**src/hdl/gsr_pkg.sv**
```systemverilog
`timescale 1ns / 1ps
package gsr_pkg;

    // Instruction FIFO geometry.
    localparam int FIFO_DEPTH  = 128;
    localparam int INSTR_BYTES = 20;
    localparam int PTR_W       = (FIFO_DEPTH > 1) ? $clog2(FIFO_DEPTH) : 1;
    localparam int CNT_W       = $clog2(FIFO_DEPTH + 1);
    localparam int MEM_DEPTH   = FIFO_DEPTH * INSTR_BYTES;
    localparam int ADDR_W      = $clog2(MEM_DEPTH);
    localparam int IDX_W       = $clog2(INSTR_BYTES);
    localparam int TBL_LEN     = 7;

    // Protocol state codes (command codes double as state codes).
    localparam logic [7:0] ST_HEADER   = 8'h00;
    localparam logic [7:0] ST_PRESSURE = 8'h40;
    localparam logic [7:0] ST_RSPMASK  = 8'h41;
    localparam logic [7:0] ST_POLL     = 8'h42;
    localparam logic [7:0] ST_CONFIG   = 8'h43;
    localparam logic [7:0] ST_MODE     = 8'h44;
    localparam logic [7:0] ST_STATUS   = 8'h45;
    localparam logic [7:0] ST_CONST0   = 8'h46;
    localparam logic [7:0] ST_CONST1   = 8'h47;
    localparam logic [7:0] ST_CONST2   = 8'h4C;
    localparam logic [7:0] ST_MOTOR    = 8'h4D;
    localparam logic [7:0] ST_BYTESET  = 8'h4F;
    localparam logic [7:0] ST_BAD      = 8'hFF;

    // Mode codes and fixed bytes.
    localparam logic [7:0] MODE_DIGITAL   = 8'h41;
    localparam logic [7:0] MODE_ANALOG    = 8'h73;
    localparam logic [7:0] MODE_PRESSURES = 8'h79;
    localparam logic [7:0] MODE_CONFIG    = 8'hF3;
    localparam logic [7:0] HDR_START      = 8'h01;
    localparam logic [7:0] HDR_ACK        = 8'h5A;
    localparam logic [7:0] BYTE_FILL      = 8'hFF;

    // One queued request.
    typedef struct packed {
        logic       is_dep;
        logic [7:0] data;
    } t_item;

    // Queue status toward the engine.
    typedef struct packed {
        logic  valid;
        t_item item;
    } t_q;

    function automatic logic known_cmd(input logic [7:0] c);
        return (c >= ST_PRESSURE && c <= ST_CONST1) || c == ST_CONST2 ||
               c == ST_MOTOR || c == ST_BYTESET;
    endfunction

    function automatic logic [7:0] poll_default(input logic [4:0] i);
        case (i)
            5'd0, 5'd1, 5'd18: return 8'hFF;
            5'd2, 5'd3, 5'd4, 5'd5: return 8'h7F;
            5'd19: return 8'h03;
            default: return 8'h00;
        endcase
    endfunction

    function automatic logic [7:0] pressure_tbl(input logic [2:0] i);
        case (i)
            3'd2: return 8'h02;
            3'd5: return 8'h5A;
            3'd6: return 8'hFF;
            default: return 8'h00;
        endcase
    endfunction

    function automatic logic [7:0] const1_tbl(input logic [2:0] i);
        case (i)
            3'd2: return 8'h02;
            3'd6: return 8'hFF;
            default: return 8'h00;
        endcase
    endfunction

    function automatic logic [7:0] byteset_tbl(input logic [2:0] i);
        case (i)
            3'd5: return 8'h5A;
            3'd6: return 8'hFF;
            default: return 8'h00;
        endcase
    endfunction

    function automatic logic [7:0] status_tbl(input logic [2:0] i, input logic flag);
        case (i)
            3'd0: return 8'h03;
            3'd1: return 8'h02;
            3'd2: return {7'd0, flag};
            3'd3: return 8'h02;
            3'd4: return 8'h01;
            3'd6: return 8'hFF;
            default: return 8'h00;
        endcase
    endfunction

    function automatic logic [15:0] const0_tbl(input logic [2:0] i);
        case (i)
            3'd3: return 16'h0002;
            3'd5: return 16'h140A;
            3'd6: return 16'h00FF;
            default: return 16'h0000;
        endcase
    endfunction

    function automatic logic [15:0] const2_tbl(input logic [2:0] i);
        case (i)
            3'd3: return 16'h0604;
            3'd6: return 16'h00FF;
            default: return 16'h0000;
        endcase
    endfunction

    // Selects the low or high byte of a constant entry, or echoes the input.
    function automatic logic [7:0] const_pick(input logic [15:0] v, input logic [7:0] sel,
                                              input logic [7:0] echo);
        if (sel == 8'd0) return v[7:0];
        if (sel == 8'd1) return v[15:8];
        return echo;
    endfunction

endpackage

```
**src/hdl/gsr_in_if.sv**
```systemverilog
`timescale 1ns / 1ps
interface gsr_in_if;
    logic       valid;
    logic       ready;
    logic       func;
    logic [7:0] data_byte;

    modport source (output valid, output func, output data_byte, input ready);
    modport sink   (input valid, input func, input data_byte, output ready);
endinterface

```
**src/hdl/gsr_front.sv**
```systemverilog
`timescale 1ns / 1ps
module gsr_front import gsr_pkg::*; (
    input  logic      i_clk,
    input  logic      i_rst_n,
    gsr_in_if.sink    i_in,
    output t_q        o_q,
    input  logic      i_pop
);

    t_item      r_buf [2];
    logic       r_wr;
    logic       r_rd;
    logic [1:0] r_cnt;
    logic       push;
    logic       pop;

    // Two-entry request queue; each request is tagged as deposit or console byte.
    assign i_in.ready = (r_cnt != 2'd2);
    assign push       = i_in.valid && i_in.ready;
    assign pop        = i_pop && (r_cnt != 2'd0);
    assign o_q.valid  = (r_cnt != 2'd0);
    assign o_q.item   = r_buf[r_rd];

    always_ff @(posedge i_clk) begin
        if (!i_rst_n) begin
            r_wr  <= 1'b0;
            r_rd  <= 1'b0;
            r_cnt <= 2'd0;
        end else begin
            if (push) begin
                r_buf[r_wr] <= '{is_dep: i_in.func, data: i_in.data_byte};
                r_wr        <= ~r_wr;
            end
            if (pop) begin
                r_rd <= ~r_rd;
            end
            r_cnt <= r_cnt + {1'b0, push} - {1'b0, pop};
        end
    end

endmodule

```
**src/flat_wrapper.sv**
```systemverilog
// flat-port wrapper written by rule: the top's interface ports become plain ports
module gsr_front_flat import gsr_pkg::*;
  (i_clk, i_rst_n, o_q, i_pop, i_in_valid, i_in_func, i_in_data_byte, i_in_ready);
  gsr_in_if i_in_i ();
  input  logic i_clk;
  input  logic i_rst_n;
  output t_q o_q;
  input  logic i_pop;
  input wire logic [$bits(i_in_i.valid)-1:0] i_in_valid;
  input wire logic [$bits(i_in_i.func)-1:0] i_in_func;
  input wire logic [$bits(i_in_i.data_byte)-1:0] i_in_data_byte;
  output wire logic [$bits(i_in_i.ready)-1:0] i_in_ready;
  assign i_in_i.valid = i_in_valid;
  assign i_in_i.func = i_in_func;
  assign i_in_i.data_byte = i_in_data_byte;
  assign i_in_ready = i_in_i.ready;
  gsr_front u_core (.i_clk(i_clk), .i_rst_n(i_rst_n), .i_in(i_in_i), .o_q(o_q), .i_pop(i_pop));
endmodule
```
**config.mk**
```make
export PLATFORM = sky130hd
export DESIGN_NAME = gsr_front_flat
export DESIGN_NICKNAME = d
export VERILOG_FILES = /design/src/hdl/gsr_pkg.sv /design/src/hdl/gsr_in_if.sv /design/src/hdl/gsr_front.sv /design/src/flat_wrapper.sv
export SDC_FILE = /design/constraint.sdc
export NUM_CORES = 1
export LEC_CHECK = 0
export BUFFER_PORTS_ARGS = -buffer_cell sky130_fd_sc_hd__buf_4
export CORE_UTILIZATION = 50
export DETAILED_ROUTE_END_ITERATION = 8
export PLACE_DENSITY = 0.87
export SYNTH_ARGS = -nofsm -noshare
export SYNTH_HDL_FRONTEND = slang
export SYNTH_SLANG_ARGS = --single-unit
```
**constraint.sdc**
```tcl
create_clock -name i_clk -period 2.8 [get_ports i_clk]
set_input_delay 0.42 -clock i_clk [delete_from_list [all_inputs] [get_ports i_clk]]
set_output_delay 0.42 -clock i_clk [all_outputs]
set_load 0.05 [all_outputs]
```
======== Yosys cells after proc, flatten, opt, wreduce, memory -nomap -nowiden ========
Memory sizes are Yosys's and may differ from the RTL's. A register that Yosys moved wholly into a read port is not among the register bits.
Index checks and enable logic that the tools add are counted.
cells by class
  bitwise operators ....................... 2
  magnitude comparators ................... 0
  multiplexer cells ....................... 5
  shift-type cells ........................ 0
  eq/ne operators ......................... 1
  reduce and logical (&&, ||, !) cells .... 3
  $add $sub $neg .......................... 2
  divide/modulo/power cells ............... 0
  multipliers ............................. 0
operators with widths
  cell                  number
  $mux W1               5
  $add A2 B1 Y2         1
  $logic_and A1 B1 Y1   2
  $ne A2 B2 Y1 const B  1
  $not A1 Y1            2
  $reduce_bool A2 Y1    1
  $sub A2 B1 Y2         1
storage, ports and cells
  word-level logic and storage cells ...... 17
  bits in registers ....................... 4
  memory bits (writable) .................. 18
  ROM bits ................................ 0
  input port bits ......................... 13
  output and inout bits ................... 11
  bits in latches ......................... 0
  memories ................................ 1
memory list
  name          words  width  rd ports  clocked after memory_dff  write ports  RTL line         text
  u_core.r_buf  2      9      1         1                         1            gsr_front.sv:10  t_item r_buf [2];

======== Longest topological paths before layout ========
Gate-level depths: netlist (run 1).
  depth after elaboration ................. 5
  mapped depth ............................ 7
  depth with buffers taken out ............ 7

======== Worst setup path after synthesis (run 1) ========
Ideal clock, no wire load.
  path type ............................... flip-flop to flip-flop
  start point ............................. register u_core.r_cnt[0]
  end point ............................... memory u_core.r_buf[0][0] in the netlist's numbering, enable pin
  slack ................................... 1.230 ns
  data arrival time ....................... 1.196 ns
  setup time .............................. 0.374 ns
  data required time ...................... 2.426 ns
  cell stages (with the launch flop) ...... 4
  buffers on the path ..................... 0
  path through ............................ dfxtp_1 > nand2b_2 > nand3_1 > nor2_1
between the ends
  cells in the longest elaborated chain, start to end .. 5
ends and longest elaborated chain
  item                           RTL line            text
  start: declaration             gsr_front.sv:13     logic [1:0] r_cnt;
  start signal: assignment       gsr_front.sv:37     r_cnt <= r_cnt + {1'b0, push} - {1'b0, pop};
  $ne A2 B2 Y1                   gsr_front.sv:18     assign i_in.ready = (r_cnt != 2'd2);
  net i_in_ready                 flat_wrapper.sv:12  output wire logic [$bits(i_in_i.ready)-1:0] i_in_ready;
  $logic_and A1 B1 Y1            gsr_front.sv:19     assign push = i_in.valid && i_in.ready;
  $mux W1                        gsr_front.sv:30     if (push) begin
  $mux W1                        gsr_front.sv:25     if (!i_rst_n) begin
  $mux W1 (implied by the code)  gsr_front.sv:31     r_buf[r_wr] <= '{is_dep: i_in.func, data: i_in.data_byte};
  end: declaration               gsr_front.sv:10
The timed path passes the listed nets, and every way through them passes these cells.

==> summary.md, run 1 <==
| Metric | Value |
|---|---|
| Number of global-route vias before repair | `507` |
| R2R setup slack | `1.15 ns` |
| Setup TNS | `0 ns` |
| Final hold violations | `0` |
| Worst r2r src | `u_core.r_cnt[1]` |
| Synth top area share | `0.6085` |
| Core ar. | `1577 µm²` |
| Clk_lat worst skew | `roughly 0.3 ns` |
| Worst setup EP type | `output pin` |
| Most frequent cells in the layout | `23 x buf_4, 18 x edfxtp_1, 9 x mux2_2` |
| Largest family of logic cells by synthesized area | `multiplexers` |
| Reg2reg path depth | `7` |
| DRC errors left | `0` |
| #FFs+latches synth | `23` |
| Worst Hold Class | `in2reg` |
| Worst hold slack | `0.2910 ns` |
| Die W | `44.15 µm` |
| Core Rows | `14` |
| Postcts setup bufs | `0` |
| Pin count of the biggest net entering global routing | `13` |
| CTS sink cnt | `23` |
| Critical Path AT | `1.46 ns` |
| Relative slew slack | `0.4795` |
| Mean Syn Cell Area | `between 15 and 20 µm²` |
| Final cell count without fillers | `95` |
| P_leak | `0.4305 nW` |
| Finish-stage setup viols | `0` |
| Worst-case clock buffer depth | `2` |
| Hold wc startpoint | `i_in_func` |
| Max cap viols | `0` |
| Die height | `roughly 44 µm` |
| Achievable Freq | `530.8 MHz` |
| Synth area leaders | `edfxtp_1 61%, mux2_2 11%, dfxtp_1 11%` |
| Largest area contributor in the netlist | `edfxtp_1` |
| Adder-Cell Fraction of Synth Area | `0.02817` |
| IO Pins | `24` |
| GRT Total Usage | `0.1658` |
| Root Driver | `clkbuf_4` |
| Initial antenna violation count | `0` |
| Via count | `slightly below 500` |
| Hold endpoint | `u_core.r_buf[0][8]` |
| Synthesized instance count | `53` |
| CTS tree | `yes` |
| RSZ-0062 raised after global routing | `no` |
| Synth Area in XOR/XNOR | `0.02958` |
| Worst-path clk slew | `approximately 0.12 ns` |
| Post-DP HPWL | `951.3 µm` |
| Crit Path Max Fanout | `9` |
| GRT overflow | `0` |
| Cell variety after synth | `18` |
| Placed cell area | `~1100 µm²` |
| Power per Cell Area | `931.3 nW/µm²` |
| Die area | `1949 µm²` |
| Share of cells above drive strength 1 | `0.4937` |
| TritonCTS buffer count | `3` |
| Crit start category | `register` |
| Tot Pwr | `1.027 mW` |
| Final Util | `0.6992` |
| First DRT Iteration DRCs | `19` |
| Most common cell after layout, fill and taps aside | `buf_4` |
| Number of antenna repair diodes | `0` |
| Mapped Nets | `68` |
| Crit path kind | `reg2out` |
| WL final | `between 1 and 1.5 mm` |
| Drt pass-1 iters | `5` |
| WL/cell | `about 14 µm` |
| Post-Layout Inst Area | `around 1100 µm²` |
| Minimum clock period | `1.884 ns` |
| Vias per cell | `about 5.2` |
| Crit share post-route | `0.6729` |
| # resized after CTS | `0` |
| Placed cells | `91` |
| Seq/Total Area, Yosys | `0.7211` |
| Yosys Warn Count | `0` |
| Synth Area in Compound Gates | `0.01690` |
| H-tree depth | `1` |
| Critical Path RT | `between 2 and 2.5 ns` |
| Global-route wire length before repair | `2.104 mm` |
| Initial Util | `0.5635` |
| Hold Crit Depth | `1` |
| Critical R2R Capture | `u_core.r_cnt[1]` |
| Final nets | `95` |
| Synthesized cell area | `888.4 µm²` |
| Fin. max-slew vios | `0` |
| Setup ws final | `0.9160 ns` |
| Fill count | `about 120` |
| GPL Wtd Cong | `0.6499` |
| I/O Buffers | `23` |
| Layout area overhead | `24.08%` |
| Setup Skew | `0.004319 ns` |
| Simple-gate share of the synthesized area | `0.07606` |
| Pre-CTS setup slack | `1.093 ns` |
| Worst-margin pin slew | `0.7779 ns` |
| Hold buffer count at cts | `0` |
| Maximum vdd drop | `between 0.0006 and 0.0007 V` |
| Final ANT Viol Nets | `0` |
| Mux cell area share after synthesis | `0.1141` |
| Status | `complete, no violations` |
[layout make-up]
cell class                 count  area (µm²)  share of cell area
inverter                       2       7.507            0.006810
sequential                    23       640.6              0.5812
tap                           16       20.02             0.01816
clock buffer                   4       26.28             0.02384
timing repair buffer          23       172.7              0.1566
multi-input combinational     27       235.2              0.2134
[logic make-up (layout without fill, tap and decap cells)]
| group | Yosys count | after routing |
|---|---|---|
| AO/OA/AOI/OAI | 2 | 2 |
| XOR/XNOR | 3 | 3 |
| multiplexers | 9 | 9 |
| buffers and inverters | 3 | 29 |
| AND/OR/NAND/NOR | 11 | 11 |
| flip-flops | 23 | 23 |
| adder cells (fa/ha/maj) | 2 | 2 |
[power by group]
part	leakage, nW	switching (mW)	internal (mW)
logic	0.209	0.254	0.169
clock network	0.0150	0.0914	0.0556
registers	0.206	0.0389	0.417
[cell usage after synthesis]
| cell | number |
|---|---|
| nor2_1 | 1 |
| nor2b_1 | 2 |
| dfxtp_1 | 5 |
| ha_1 | 2 |
| edfxtp_1 | 18 |
| and3_1 | 1 |
| mux2_2 | 9 |
| buf_2 | 1 |
| o21a_2 | 1 |
| nand2b_2 | 1 |
| o22ai_1 | 1 |
| inv_1 | 2 |
| nand2_1 | 1 |
| nand3_1 | 1 |
| or2_2 | 1 |
| and2_4 | 1 |
| xnor2_1 | 3 |
| and2_1 | 2 |
[flip-flops by register name (all words and copies together) (netlist names), named ones only]
name	cells
u_core.r_cnt	2
u_core.r_buf	18
u_core.r_wr	1
u_core.r_rd	1
[routing by layer]
| layer | share of wire | up-vias | track usage |
|---|---|---|---|
| met3 | 0.037 | 4 | 0.05714 |
| li1 | - | 244 | - |
| met1 | 0.40 | 227 | 0.1746 |
| met2 | 0.53 | 15 | 0.2794 |
| met4 | 0.032 | 0 | 0.1091 |
| met5 | 0 | - | 0 |
[critical path, stage by stage, from the launching register on]
cell and delay (ns):
dfxtp_1 0.58, mux2_2 0.38, buf_4 0.19
[worst max-delay path by stage]
stage / start / end / slack (ns) / cells after the start
2_1_floorplan: u_core.r_cnt[0] / u_core.r_buf[0][0] / 1.23 / 3
4_1_cts: register / o_q[2] / 0.87 / 2
6_report: register / o_q[0] / 0.92 / 2
3_5_place_dp: i_pop / u_core.r_cnt[1] / 1.09 / 8
3_3_place_gp: i_pop / u_core.r_cnt[1] / 1.17 / 8
5_1_grt: register / o_q[2] / 0.82 / 2
Power figures use the tool's default switching activity.
==> run 2: changes to the inputs <==
CORE_UTILIZATION = 44   (was 50)
PLACE_DENSITY = 0.81   (was 0.87)
clock period = 1.65 ns   (was 2.8 ns; I/O delays follow)
==> summary.md, run 2 (same netlist as run 1, synthesis figures left out) <==
| Metric | Value |
|---|---|
| GPL Wtd Cong | `0.6377 (-1.9%)` |
| Worst r2r src | `u_core.r_cnt[0]` |
| Via count | `505 (+3.1%)` |
| Die area | `2203 µm² (+13%)` |
| CTS sink cnt | `23 (unchanged)` |
| P_leak | `0.4646 nW (+7.9%)` |
| Combinational fraction of design power | `0.435 (+0.022)` |
| Minimum clock period | `1.563 ns` |
| Maximum vdd drop | `0.001051 V (+68%)` |
| Most common cell after layout, fill and taps aside | `buf_4` |
| Die height | `46.94 µm (+6.3%)` |
| H-tree depth | `1 (unchanged)` |
| Hold buffer count at cts | `0 (unchanged)` |
| RSZ-0062 raised after global routing | `no` |
| Worst-path clk slew | `0.11 ns (about the same)` |
| GRT overflow | `0 (unchanged)` |
| Crit Path Max Fanout | `4 (-5)` |
| WL final | `1.321 mm (+0.23%)` |
| Switching share of power | `0.3653 (-0.009389)` |
| Setup ws final | `0.08731 ns (-0.8287 ns)` |
| Share of cells above drive strength 1 | `0.5882 (+0.09456)` |
| Finish-stage setup viols | `0 (unchanged)` |
| Drt pass-1 iters | `3 (-2)` |
| Max cap viols | `0 (unchanged)` |
| Worst Hold Class | `in2reg` |
| Final ANT Viol Nets | `0 (unchanged)` |
| Register share of total power | `0.433 (-0.011)` |
| Setup TNS | `0 ns (unchanged)` |
| IO Pins | `24 (unchanged)` |
| Core Rows | `15 (+1)` |
| CP cell instances | `o21a_2 -> ha_1 -> inv_1 -> ha_2 -> xnor2_2 -> xnor2_1 -> and2_1` |
| Layout area overhead | `32.25%` |
| R2R setup slack | `0.09 ns (-1.06 ns)` |
| Final Util | `0.6521 (-0.04712)` |
| Final nets | `101 (+6.3%)` |
| WL/cell | `12.01 µm (-13%)` |
| Post-DP HPWL | `977.3 µm (+2.7%)` |
| CTS tree | `yes` |
| Global-route wire length before repair | `1.904 mm (-9.5%)` |
| Crit path capture | `u_core.r_cnt[1]` |
| Clock share of power | `0.132 (-0.011)` |
| Pin count of the biggest net entering global routing | `13 (unchanged)` |
| DRC errors left | `0 (unchanged)` |
| First DRT Iteration DRCs | `12 (-7)` |
| Crit path kind | `reg2reg` |
| GRT Total Usage | `0.1292 (-0.03655)` |
| Pint | `1.137 mW (+77%)` |
| Vias per cell | `4.591 (-11%)` |
| Crit-path slowest cell | `dfxtp_2` |
| Largest reg by FF count | `u_core.r_buf` |
| Max reg flops | `18 (unchanged)` |
| Switching pwr | `0.6544 mW (+70%)` |
| Largest registers | `u_core.r_buf: 18 flops, u_core.r_cnt: 2 flops` |
| Placed cell area | `1117 µm² (+3.8%)` |
| Fin. max-slew vios | `0 (unchanged)` |
| Core ar. | `1802 µm² (+14%)` |
| Crit start category | `register` |
| Clk_lat worst skew | `0.29 ns (about the same)` |
| Initial Util | `0.4931 (-0.07044)` |
| Number of antenna repair diodes | `0 (unchanged)` |
| Worst setup EP type | `register` |
| Final hold violations | `0 (unchanged)` |
| TritonCTS buffer count | `3 (unchanged)` |
| Achievable Freq | `639.9 MHz` |
| Power per Cell Area | `1525 nW/µm² (+64%)` |
| Relative slew slack | `0.8506 (+0.3711)` |
| Crit share post-route | `0.9471` |
| Status | `complete, no violations` |
| Critical Path AT | `1.76 ns (+0.30 ns)` |
| I/O Buffers | `23 (unchanged)` |
| Tot Pwr | `1.791 mW (+74%)` |
| Critical Path RT | `1.84 ns (-0.54 ns)` |
| Worst-case clock buffer depth | `2 (unchanged)` |
| Root Driver | `clkbuf_4` |
| Slowest stage delay, CP | `0.35 ns (-0.23 ns)` |
| Critical R2R Capture | `u_core.r_cnt[1]` |
| Number of global-route vias before repair | `460 (-9.3%)` |
| Critical path origin | `u_core.r_cnt[0]` |
| Initial antenna violation count | `0 (unchanged)` |
| Setup Skew | `0.005055 ns (+0.0007364 ns)` |
| Post-Layout Inst Area | `1175 µm² (+6.6%)` |
| Reg2reg path depth | `7 (unchanged)` |
| Pre-CTS setup slack | `0.04315 ns (-1.050 ns)` |
| Most frequent cells in the layout | `29 x buf_4, 18 x edfxtp_1, 9 x mux2_2` |
| Worst-margin pin slew | `0.2240 ns (-0.5538 ns)` |
| Die W | `46.94 µm (+6.3%)` |
==> run 2: how the worst min path moves through the flow <==
stage          slack, ns  cells past startpoint         startpoint                  to
2_1_floorplan       0.35                      0  i_in_data_byte[0]  u_core.r_buf[0][0]
6_report            0.13                      1  i_in_data_byte[1]  u_core.r_buf[1][1]
5_1_grt             0.11                      1  i_in_data_byte[1]  u_core.r_buf[1][1]
4_1_cts             0.12                      1  i_in_data_byte[5]  u_core.r_buf[1][5]
3_3_place_gp        0.43                      1  i_in_data_byte[5]  u_core.r_buf[0][5]
3_5_place_dp        0.44                      1  i_in_data_byte[5]  u_core.r_buf[0][5]
==> run 2: final cells by class <==
class | count | area [µm²]
clock buffer | 4 | 26.28
fill | 151 | 626.9
inverter | 2 | 7.507
multi-input combinational | 27 | 245.2
sequential | 23 | 646.9
tap | 25 | 31.28
timing repair buffer | 29 | 217.7
==> run 2: critical path: cells and delay by family (launching register included) <==
kind | cells | cell delay, ns
compound gates | 1 | 0.23
xor+xnor | 2 | 0.27
fa+ha+maj | 2 | 0.44
buf+inv | 1 | 0.04
flops | 1 | 0.35
simple gates | 1 | 0.15
==> run 2: per-layer routing <==
metal | vias up | GRT usage | routed length (µm)
met4 | 0 | 0.05143 | 11
met1 | 233 | 0.1663 | 601
met2 | 13 | 0.2083 | 660
li1 | 257 | - | -
met3 | 2 | 0.03462 | 48
met5 | - | 0 | 0
==> run 2: what timing repair did <==
action | CTS | global route
endpoints found under the setup margin | 9 | 1
setup buffers | 0 | 2
resized for setup | 1 | 5
==> run 2: power groups by stage <==
stage / registers, mW / logic [mW] / clock network (mW)
CTS: 0.777 / 0.740 / 0.249
global placement: 0.782 / 0.722 / 0
detailed placement: 0.788 / 0.738 / 0
global route: 0.790 / 0.830 / 0.269
finish: 0.777 / 0.779 / 0.236
floorplan: 0.747 / 0.571 / 0
==> run 2: per-stage QoR <==
stage	hold WS, ns	instances
after floorplan	0.3464	53
after global placement	0.4333	104
after detailed placement	0.4353	104
after CTS	0.1212	108
after global routing	0.1111	110
final	0.1311	110
==> run 3: changes to the inputs <==
CORE_UTILIZATION = 47   (was 44)
CTS_BUF_LIST = sky130_fd_sc_hd__clkbuf_8   (was unset)
PLACE_DENSITY = 0.86   (was 0.81)
==> summary.md, run 3 (same netlist as run 1, synthesis figures left out) <==
| Metric | Value |
|---|---|
| Status | `complete, no violations` |
| Setup Skew | `0.002967 ns (-0.002088 ns)` |
| Root Driver | `clkbuf_8` |
| Setup TNS | `0 ns (unchanged)` |
| Vias per cell | `4.755 (+3.6%)` |
| CTS tree | `yes` |
| Switching pwr | `0.6527 mW (-0.26%)` |
| Worst-path clk slew | `0.07 ns (-0.04 ns)` |
| Die height | `45.48 µm (-3.1%)` |
| Crit Path Max Fanout | `4 (unchanged)` |
| First DRT Iteration DRCs | `1 (-11)` |
| Relative slew slack | `0.8473 (-0.003392)` |
| Pint | `1.179 mW (+3.7%)` |
| P_leak | `0.4567 nW (-1.7%)` |
| Critical Path RT | `1.80 ns (-0.04 ns)` |
| H-tree depth | `1 (unchanged)` |
| Worst-case clock buffer depth | `2 (unchanged)` |
| GPL Wtd Cong | `0.6647 (+4.2%)` |
| Largest registers | `u_core.r_buf: 18 flops, u_core.r_cnt: 2 flops` |
| I/O Buffers | `23 (unchanged)` |
| Die area | `2068 µm² (-6.1%)` |
| Fill count | `128 (-15%)` |
| Register share of total power | `0.426 (-0.007)` |
| Achievable Freq | `632.6 MHz (-1.1%)` |
| Core Rows | `15 (unchanged)` |
| Most frequent cells in the layout | `25 x buf_4, 18 x edfxtp_1, 9 x mux2_2` |
| Clk_lat worst skew | `0.25 ns (-0.04 ns)` |
| Final nets | `97 (-4.0%)` |
| Power per Cell Area | `1583 nW/µm² (+3.8%)` |
| Max cap viols | `0 (unchanged)` |
| Minimum clock period | `1.581 ns (+0.01811 ns)` |
| GRT overflow | `0 (unchanged)` |
| Layout area overhead | `30.28%` |
| CTS sink cnt | `23 (unchanged)` |
| Hold buffer count at cts | `0 (unchanged)` |
| Postcts setup bufs | `0 (unchanged)` |
| Clock share of power | `0.173 (+0.041)` |
| Switching share of power | `0.3563 (-0.008976)` |
| Maximum vdd drop | `0.0008444 V (-20%)` |
| Setup ws final | `0.06921 ns (-0.01811 ns)` |
| Number of global-route vias before repair | `466 (+1.3%)` |
| DRC errors left | `0 (unchanged)` |
| Pin count of the biggest net entering global routing | `13 (unchanged)` |
| Post-DP HPWL | `867.8 µm (-11%)` |
| Global-route wire length before repair | `1.897 mm (-0.37%)` |
| TritonCTS buffer count | `3 (unchanged)` |
| Critical Path AT | `1.73 ns (-0.03 ns)` |
| Crit start category | `register` |
| Fin. max-slew vios | `0 (unchanged)` |
| Pre-CTS setup slack | `0.08677 ns (+0.04361 ns)` |
| Most common cell after layout, fill and taps aside | `buf_4` |
| Finish-stage setup viols | `0 (unchanged)` |
| Crit path kind | `reg2reg` |
| GRT Total Usage | `0.1379 (+0.008661)` |
| Initial antenna violation count | `0 (unchanged)` |
| Final hold violations | `0 (unchanged)` |
| Core ar. | `1745 µm² (-3.1%)` |
| WL/cell | `11.93 µm (-0.63%)` |
| Crit share post-route | `0.9581 (+0.01097)` |
| RSZ-0062 raised after global routing | `no` |
| Via count | `504 (-0.20%)` |
| Die W | `45.48 µm (-3.1%)` |
| Drt pass-1 iters | `2 (-1)` |
| Sequential cell area | `643.1 µm² (-0.58%)` |
| Max reg flops | `18 (unchanged)` |
| Combinational fraction of design power | `0.400 (-0.035)` |
| Initial Util | `0.5090 (+0.01591)` |
| WL final | `1.265 mm (-4.2%)` |
| Worst Hold Class | `in2reg` |
| Number of antenna repair diodes | `0 (unchanged)` |
| Final ANT Viol Nets | `0 (unchanged)` |
| Worst setup EP type | `register` |
| Footprint of the multi-input gates | `242.7 µm² (-1.0%)` |
| Largest reg by FF count | `u_core.r_buf` |
| Worst-margin pin slew | `0.2291 ns (+0.005087 ns)` |
| Share of cells above drive strength 1 | `0.5432 (-0.04503)` |
| IO Pins | `24 (unchanged)` |
[run 3: cell types whose count changed in the layout (fill, tap and decap cells not counted), sizes merged]
cell,delta
buf,-4
inv,+1
clkbuf,-1
[run 3: stage by stage]
stage	utilization	hold slack, ns	area [µm²]	total power [mW]	std cells
finish	0.6631	0.1725	1157	1.832	106
global route	0.6631	0.1598	1157	1.925	106
CTS	0.6581	0.1670	1149	1.832	106
detailed placement	0.6315	0.4349	1102	1.510	102
global placement	0.6315	0.4331	1102	1.494	102
floorplan	-	0.3464	888.4	1.318	53
[run 3: worst paths after layout]
path | end | slack, ns | cells past startpoint | from
max reg2reg | u_core.r_cnt[1] | 0.07 | 7 | u_core.r_cnt[1]
max | u_core.r_cnt[1] | 0.07 | 7 | u_core.r_cnt[1]
min | u_core.r_buf[1][3] | 0.17 | 1 | i_in_data_byte[3]
min reg2reg | u_core.r_wr | 0.50 | 1 | u_core.r_wr
[run 3: area by class of cell]
| type | instances | share of cell area |
|---|---|---|
| Tap cell | 25 | 0.02703 |
| Inverter | 2 | 0.006486 |
| Timing Repair Buffer | 25 | 0.1622 |
| Sequential cell | 23 | 0.5557 |
| Clock buffer | 3 | 0.03568 |
| Clock inverter | 1 | 0.003243 |
| Multi-Input combinational cell | 27 | 0.2097 |
[run 3: repair_timing]
action                     CTS  global route
gates cloned                 0             0
pin swaps                    0             0
gates resized for setup      1             2
setup endpoints to repair    9             1
[run 3: worst max-delay path: stages (launching register included)]
cell     delay [ns]
dfxtp_2        0.35
o21a_2         0.22
ha_1           0.27
inv_1          0.03
ha_1           0.20
xnor2_2        0.14
xnor2_1        0.12
and2_1         0.15
[run 3: power groups by stage]
stage                     Sequential [mW]  Clock [mW]  Combinational, mW
after floorplan                     0.747           0              0.571
after global placement              0.781           0              0.713
after CTS                           0.778       0.328              0.726
final                               0.781       0.318              0.733
after detailed placement            0.788           0              0.722
after global routing                0.791       0.357              0.777
[run 3: metal layers]
layer / vias up / part of all wire / global-route usage
li1: 246 / - / -
met1: 243 / 0.41 / 0.1553
met2: 13 / 0.53 / 0.2257
met3: 2 / 0.055 / 0.03968
met4: 0 / 0.0079 / 0.09091
met5: - / 0 / 0
